<file path="src/rtl/obb_overlap_separating_axis_defines.svh">
// Assertion macros shared by the oriented-box overlap test RTL.
// No dependencies; included by obb_sat_ctrl, the file that carries assertions.
`ifndef OBB_OVERLAP_SEPARATING_AXIS_DEFINES_SVH
`define OBB_OVERLAP_SEPARATING_AXIS_DEFINES_SVH

// Implication checked at every edge out of reset.
`define OBB_ASSERT_IMP(lbl, clk, rst_n, ante, cons) \
  lbl: assert property (@(posedge clk) disable iff (!rst_n) (ante) |-> (cons)) \
    else $error("obb check failed");

// Consequent checked in the cycle after the antecedent.
`define OBB_ASSERT_NXT(lbl, clk, rst_n, ante, cons) \
  lbl: assert property (@(posedge clk) disable iff (!rst_n) (ante) |=> (cons)) \
    else $error("obb check failed");

`endif

</file>
<file path="src/rtl/obb_sat_pkg.sv">
// Shared types, constants and helpers for the oriented-box overlap test.
// No dependencies.
package obb_sat_pkg;

  localparam int DirW     = 16;
  localparam int HalfW    = 31;
  localparam int CoordW   = 32;
  localparam int DirFrac  = 14;  // fraction bits of a direction
  localparam int AxisCnt  = 3;
  localparam int SlotCnt  = 6;
  localparam int SlotW    = 3;
  localparam int NW       = 19;  // cross-product axis component
  localparam int LW       = 56;  // projected center distance accumulator
  localparam int TW       = 38;  // edge projection accumulator
  localparam int RW       = 58;  // radius sum

  typedef enum logic [2:0] {
    OP_NONE,
    OP_NCOPY,
    OP_NCROSS,
    OP_LDOT,
    OP_RINIT,
    OP_TDOT,
    OP_TMUL
  } dp_op_e;

  typedef struct packed {
    dp_op_e           op;
    logic [1:0]       comp;
    logic [SlotW-1:0] sel_a;
    logic [SlotW-1:0] sel_b;
    logic             face;
  } dp_cmd_t;

  typedef struct packed {
    logic sep;
  } dp_stat_t;

  // next component index, modulo three
  function automatic logic [1:0] inc3(input logic [1:0] x);
    logic [1:0] r;
    case (x)
      2'd0:    r = 2'd1;
      2'd1:    r = 2'd2;
      default: r = 2'd0;
    endcase
    return r;
  endfunction

endpackage

</file>
<file path="src/rtl/obb_sat_ctrl.sv">
// Sequencer for the fifteen-axis test and the result register.
// Depends on obb_sat_pkg and obb_overlap_separating_axis_defines.svh.
`include "obb_overlap_separating_axis_defines.svh"

module obb_sat_ctrl (
  input  logic                  clk_i,
  input  logic                  rst_ni,
  input  logic                  start_i,
  output logic                  in_ready_o,
  output logic                  out_valid_o,
  input  logic                  out_ready_i,
  output logic                  hit_o,
  output obb_sat_pkg::dp_cmd_t  cmd_o,
  input  obb_sat_pkg::dp_stat_t stat_i
);
  import obb_sat_pkg::*;

  typedef enum logic [2:0] {
    ST_IDLE, ST_NVEC, ST_LDOT, ST_RINIT, ST_TDOT, ST_TMUL, ST_CMP, ST_DONE
  } state_e;

  typedef enum logic [1:0] {CL_FACE_A, CL_FACE_B, CL_EDGE} cls_e;

  state_e     state_q;
  cls_e       cls_q;
  logic [1:0] i_q, j_q, c_q, t_q;
  logic       res_q, out_valid_q, hit_q;

  logic [SlotW-1:0] own_slot, term_slot;
  logic             last_term, last_axis;

  always_comb begin
    own_slot  = (cls_q == CL_FACE_B) ? (SlotW'(AxisCnt) + {1'b0, i_q}) : {1'b0, i_q};
    term_slot = '0;
    case (cls_q)
      CL_FACE_A: term_slot = SlotW'(AxisCnt) + {1'b0, t_q};
      CL_FACE_B: term_slot = {1'b0, t_q};
      default: begin
        case (t_q)
          2'd0:    term_slot = {1'b0, inc3(i_q)};
          2'd1:    term_slot = {1'b0, inc3(inc3(i_q))};
          2'd2:    term_slot = SlotW'(AxisCnt) + {1'b0, inc3(j_q)};
          default: term_slot = SlotW'(AxisCnt) + {1'b0, inc3(inc3(j_q))};
        endcase
      end
    endcase
    last_term = (cls_q == CL_EDGE) ? (t_q == 2'd3) : (t_q == 2'd2);
    last_axis = (cls_q == CL_EDGE) && (i_q == 2'd2) && (j_q == 2'd2);
  end

  always_comb begin
    cmd_o       = '0;
    cmd_o.op    = OP_NONE;
    cmd_o.comp  = c_q;
    cmd_o.sel_b = SlotW'(AxisCnt) + {1'b0, j_q};
    cmd_o.face  = (cls_q != CL_EDGE);
    case (state_q)
      ST_NVEC: begin
        cmd_o.op    = (cls_q == CL_EDGE) ? OP_NCROSS : OP_NCOPY;
        cmd_o.sel_a = own_slot;
      end
      ST_LDOT:  cmd_o.op = OP_LDOT;
      ST_RINIT: begin
        cmd_o.op    = OP_RINIT;
        cmd_o.sel_a = own_slot;
      end
      ST_TDOT: begin
        cmd_o.op    = OP_TDOT;
        cmd_o.sel_a = term_slot;
      end
      ST_TMUL: begin
        cmd_o.op    = OP_TMUL;
        cmd_o.sel_a = term_slot;
      end
      default: ;
    endcase
  end

  always_ff @(posedge clk_i or negedge rst_ni) begin
    if (!rst_ni) begin
      state_q     <= ST_IDLE;
      cls_q       <= CL_FACE_A;
      i_q         <= '0;
      j_q         <= '0;
      c_q         <= '0;
      t_q         <= '0;
      res_q       <= 1'b0;
      out_valid_q <= 1'b0;
      hit_q       <= 1'b0;
    end else begin
      // in ST_DONE the valid flag is handled by the state itself
      if (out_valid_q && out_ready_i && state_q != ST_DONE) out_valid_q <= 1'b0;
      case (state_q)
        ST_IDLE: begin
          if (start_i) begin
            cls_q   <= CL_FACE_A;
            i_q     <= '0;
            j_q     <= '0;
            c_q     <= '0;
            state_q <= ST_NVEC;
          end
        end
        ST_NVEC: begin
          c_q <= (c_q == 2'd2) ? 2'd0 : c_q + 2'd1;
          if (c_q == 2'd2) state_q <= ST_LDOT;
        end
        ST_LDOT: begin
          c_q <= (c_q == 2'd2) ? 2'd0 : c_q + 2'd1;
          if (c_q == 2'd2) state_q <= ST_RINIT;
        end
        ST_RINIT: begin
          t_q     <= '0;
          state_q <= ST_TDOT;
        end
        ST_TDOT: begin
          c_q <= (c_q == 2'd2) ? 2'd0 : c_q + 2'd1;
          if (c_q == 2'd2) state_q <= ST_TMUL;
        end
        ST_TMUL: begin
          t_q     <= t_q + 2'd1;
          state_q <= last_term ? ST_CMP : ST_TDOT;
        end
        ST_CMP: begin
          if (stat_i.sep) begin
            res_q   <= 1'b0;
            state_q <= ST_DONE;
          end else if (last_axis) begin
            res_q   <= 1'b1;
            state_q <= ST_DONE;
          end else begin
            state_q <= ST_NVEC;
            case (cls_q)
              CL_FACE_A: begin
                if (i_q == 2'd2) begin
                  cls_q <= CL_FACE_B;
                  i_q   <= '0;
                end else i_q <= i_q + 2'd1;
              end
              CL_FACE_B: begin
                if (i_q == 2'd2) begin
                  cls_q <= CL_EDGE;
                  i_q   <= '0;
                  j_q   <= '0;
                end else i_q <= i_q + 2'd1;
              end
              default: begin
                if (j_q == 2'd2) begin
                  j_q <= '0;
                  i_q <= i_q + 2'd1;
                end else j_q <= j_q + 2'd1;
              end
            endcase
          end
        end
        ST_DONE: begin
          if (!out_valid_q || out_ready_i) begin
            out_valid_q <= 1'b1;
            hit_q       <= res_q;
            state_q     <= ST_IDLE;
          end
        end
        default: state_q <= ST_IDLE;
      endcase
    end
  end

  assign in_ready_o  = (state_q == ST_IDLE);
  assign out_valid_o = out_valid_q;
  assign hit_o       = hit_q;

  `OBB_ASSERT_NXT(a_start_leaves_idle, clk_i, rst_ni, state_q == ST_IDLE && start_i, state_q == ST_NVEC)
  `OBB_ASSERT_NXT(a_done_holds, clk_i, rst_ni, state_q == ST_DONE && out_valid_q && !out_ready_i, state_q == ST_DONE && out_valid_q)
  `OBB_ASSERT_IMP(a_word_from_done, clk_i, rst_ni, $rose(out_valid_q), $past(state_q == ST_DONE))

endmodule
</file>
<file path="config.mk">
export PLATFORM = sky130hd
export DESIGN_NAME = obb_sat_ctrl
export DESIGN_NICKNAME = d
export VERILOG_FILES = /design/src/rtl/obb_sat_pkg.sv /design/src/rtl/obb_sat_ctrl.sv
export VERILOG_INCLUDE_DIRS = /design/src /design/src/rtl
export SDC_FILE = /design/constraint.sdc
export NUM_CORES = 1
export LEC_CHECK = 0
export BUFFER_PORTS_ARGS = -buffer_cell sky130_fd_sc_hd__buf_4
export CAP_MARGIN = 20
export CORE_MARGIN = 5
export CORE_UTILIZATION = 50
export CTS_CLUSTER_SIZE = 20
export DETAILED_ROUTE_END_ITERATION = 7
export PLACE_DENSITY = 0.75
export SYNTH_ARGS = -nofsm -noshare
export SYNTH_HDL_FRONTEND = slang
export SYNTH_SLANG_ARGS = --single-unit
</file>
<file path="constraint.sdc">
create_clock -name clk_i -period 3 [get_ports clk_i]
set_input_delay 0.9 -clock clk_i [delete_from_list [all_inputs] [get_ports clk_i]]
set_output_delay 0.9 -clock clk_i [all_outputs]
set_load 0.02 [all_outputs]
</file>
Yosys cells after proc, flatten, opt, wreduce, memory -nomap -nowiden --
Cells that the tools add are included.
Storage, ports and cells: register bits 16, bits of input ports 5, output and inout bits 15, word-level logic and storage cells 135
Cells by class: add/subtract/negate cells 9, equal/unequal tests 33, mux-type cells 55, reductions and logical operators 29
Operator list (count):
- 2-bit 2-to-1 mux | 25
- 2-bit one-hot mux with 2 select lines | 11
- 3-bit 2-to-1 mux | 8
- 3-bit one-hot mux with 8 select lines | 1
- 2-bit inequality test, second input constant | 9
- 2-bit by 2-bit adder with 3-bit output, first input constant | 5
- 3-bit inequality test, second input constant | 5
- 3-bit one-hot mux with 5 select lines | 1
- 2-bit by 1-bit == test with 1-bit output, second input constant | 6
- 2-bit == test, second input constant | 6
- 3-bit == test, second input constant | 4
- 2-bit zero test | 6
- 3-bit one-hot mux with 2 select lines | 2
- 5-bit AND reduction | 2
- 3-bit one-hot mux with 3 select lines | 1
- 2-bit by 1-bit adder with 2-bit output, second input constant | 4
- 2-bit nonzero test | 4
- 7-bit AND reduction | 1
- 3-bit by 2-bit == test with 1-bit output, second input constant | 2
- 1-bit 2-to-1 mux | 6
- 2-bit AND reduction | 3
- 6-bit AND reduction | 1
- 2-bit OR reduction | 3
- 3-bit OR reduction | 2
- 5 further kinds | 8

Longest topological paths before layout --
depth after elaboration 12, depth in mapped cells 9, depth with buffers taken out 8

Worst setup path before layout --
No wires, ideal clock.
path type register -> output, from register t_q[0], to output port cmd_o[5] (netlist name), arrival time 1898 ps, required time 2100 ps, setup slack 202 ps, stages on the path, launching flop included 9, buffers on the path 0, cell sequence dfrtp_1 > inv_1 > ha_1 > nor3_1 > a21oi_1 > ha_1 > o311ai_0 > o211ai_1 > o21ai_1
RTL lines:
- start: declaration | line obb_sat_ctrl.sv:26 | logic [1:0] i_q, j_q, c_q, t_q;
- start signal: assignment | line obb_sat_ctrl.sv:120 | t_q <= t_q + 2'd1;
- end: declaration | line obb_sat_ctrl.sv:13 | output obb_sat_pkg::dp_cmd_t cmd_o,

==> reports/qor.yml <==
synth_warnings: 0
power.leakage_nw: 0.754
gp_congestion: 0.798
postSynthCellCount: 167
num-fill-cells: 230
drt_wl_total_um: 3310
peakVddDrop_v: 0.000722
min_period_over_period: 0.992
ios: 20
grt_max_degree: 18
nets: 213
die_w_um: 63.3
rows: 19
post-place-ws_ps: 185
synth-seq-cells: 16
overflow: 0
power-per-cell-area_nw_per_um2: 1090
ys_types: 44
synth_edf_count: 0
netlist_area_sq_um: 1420
cp_slowest_cell: "dfrtp_1"
die_y_um: 63.3
period_needed_ps: 2970
holdBufCountCts: 0
io_buffers: 19
clk_latency_ps: 290
slew_headroom: 0.697
worstPathCellList: "buf_4, ha_4, nor3_4, a21oi_2, ha_1, o311ai_2, o211ai_1, o21ai_1, buf_4"
critical_path.most_common_cell: "buf_4"
synthArstFlopShare: 1.00
fmax_ghz: 0.336
clock_sinks: 16
drcViolationCount: 0
ys_seq_area_frac: 0.282
dr_wl_met3_um: 133
wire_per_inst_um: 15.0
met1Wirelength_um: 1430
worstPathRequired_ps: 2100
antenna_found_initial: 0
via_per_inst: 5.88
fin_skew_ps: 7.44
wl_met2_um: 1710
dpl_cell_area_sq_um: 1590
grt_pass1_vias: 1249
drv_slew: 0
clockRootBuffer: "clkbuf_4"
vias: 1299
max_stage_delay_ps: 400
postSynthAreaPerCell_sq_um: 8.50
worstSetupEndpointType: "output pin"
finalHoldViolCount: 0
fin_tns_setup_ps: 0
grt_pass1_wl_um: 5590
drive_gt1_frac: 0.279
critPathLaunchType: "flop"
clk_pin_slew_ps: 110
setup_slack_ps: 25.4
cts_tree: "yes"
hpwl_um: 2450
critPathKind: "flop to output pin"
drt_iter0_drc: 54
setup_viol: 0
synthTopCellsByArea: "dfrtp_1 (28%), ha_1 (15%), nand2_1 (5.6%)"
clock_path_buffers: 2
core_sq_um: 2730
worstHoldPathType: "input pin to asynchronous set/reset pin"
dieArea_sq_um: 4000
grt_usage: 0.168
final_area_sq_um: 1710
initial_core_util: 0.519
seqCellArea_sq_um: 400
drtAntennaViolNets: 0
critPathMaxFanout: 3
multiInputGateArea_sq_um: 995
drt-pass1-iter-count: 6
synth_top_area_share: 0.282
synth_fp_nets: 189
synth_ff_type: "dfrtp_1"
worst_pin_slew_ps: 454
cp.arrival_ps: 2070
tritoncts.num_buffers: 3
antennaDiodeCount: 0
cap_violations: 0
area_growth_pct: 20.8
top_layer_used: "met4"
status: "finished, final reports clean"
grt_setup_unrepaired: "yes"
cts_max_level: 1
synth_area_leader_cell: "dfrtp_1"
==> stage by stage <==
step / hold WS [ps] / power [W] / instances / utilization
2_1_floorplan: 459 / 0.00125 / 167 / -
3_3_place_gp: 475 / 0.00152 / 214 / 0.580
3_5_place_dp: 484 / 0.00158 / 214 / 0.580
4_1_cts: 451 / 0.00178 / 220 / 0.605
5_1_grt: 460 / 0.00203 / 221 / 0.627
6_report: 450 / 0.00187 / 221 / 0.627
==> path summary, 6_finish.rpt <==
check / startpoint / endpoint / slack, ps / cells after the start
worst max-delay path: j_q[0] / cmd_o[5] / 30 / 9
worst min-delay path: rst_ni / cls_q[0] / 450 / 1
worst max register to register: cls_q[1] / i_q[0] / 1110 / 5
worst min register to register: hit_o / hit_o / 500 / 1
max in group asynchronous: rst_ni / state_q[1] / 2350 / 1
min in group clk_i: hit_o / hit_o / 500 / 1
==> logic make-up after synthesis <==
| group | Yosys count | synth area share |
|---|---|---|
| adder cells (fa/ha/maj) | 17 | 0.150 |
| XOR/XNOR | 3 | 0.0238 |
| AND/OR/NAND/NOR | 55 | 0.188 |
| buffers and inverters | 20 | 0.0653 |
| flip-flops | 16 | 0.282 |
| AO/OA/AOI/OAI | 49 | 0.240 |
| multiplexers | 7 | 0.0511 |
==> synthesized netlist by cell type, types with 2 or more instances <==
master and count:
buf_2 2, nor2b_1 5, or3_1 2, buf_4 2
o21ai_1 9, nand3_1 5, o21ai_0 5, mux2i_1 5
o32ai_1 2, xnor2_1 2, a21oi_1 11, inv_2 3
nand2b_1 6, a22oi_1 2, dfrtp_1 16, clkbuf_1 2
o211ai_1 2, nor3_1 5, inv_1 10, nor2_1 7
o31ai_1 3, nand2_1 21, ha_1 17, o22ai_1 3
==> report_power, final <==
part	switching (W)	internal (W)
clock network	0.0000761	0.0000738
logic	0.000784	0.000569
registers	0.0000681	0.000294
total	0.000928	0.000937
==> critical path, delay by kind of cell, from the launching register on <==
kind	cells	cell delay [ps]
DFF	1	400
adders and majority gates	2	450
and+or+nand+nor	1	110
buffers and inverters	2	300
AOI/OAI and AO/OA	4	510
==> metal layers <==
layer / vias up / track usage
met3: 4 / 0.0266
met1: 621 / 0.213
met5: - / 0
met4: 0 / 0.0545
li1: 640 / -
met2: 34 / 0.288
==> placed cells by master, fill, tap and decap left out, drive strengths merged, types with 2 or more instances in the layout <==
| cell | instances |
|---|---|
| mux2 | 2 |
| xnor2 | 2 |
| nand2 | 21 |
| or3 | 2 |
| o211ai | 2 |
| o31ai | 3 |
| nand3 | 5 |
| nor3 | 5 |
| nand2b | 6 |
| o32ai | 2 |
| o22ai | 3 |
| o311ai | 2 |
| a21oi | 12 |
| buf | 26 |
| o21ai | 16 |
| inv | 13 |
| mux2i | 5 |
| clkbuf | 4 |
| dfrtp | 16 |
| ha | 17 |
| a22oi | 2 |
| nor2b | 6 |
| nor2 | 8 |
==> registers in the layout, summed over array words and instances (netlist names) <==
signal / count
state_q: 3
out_valid_o: 1
hit_o: 1
res_q: 1
t_q: 2
cls_q: 2
j_q: 2
c_q: 2
i_q: 2
==> timing repair <==
action | CTS | global route
buffers inserted | 2 | 1
endpoints found under the setup margin | 2 | 3
gates resized for setup | 6 | 11
pin swaps | 0 | 1
==> area by class of cell <==
cell class,instances,area share
Inverter,13,0.0285
Clock buffer,4,0.0212
Multi-Input combinational cell,131,0.580
Tap cell,31,0.0226
Timing Repair Buffer,26,0.114
Sequential cell,16,0.234
(Power assumes the default switching activity.)
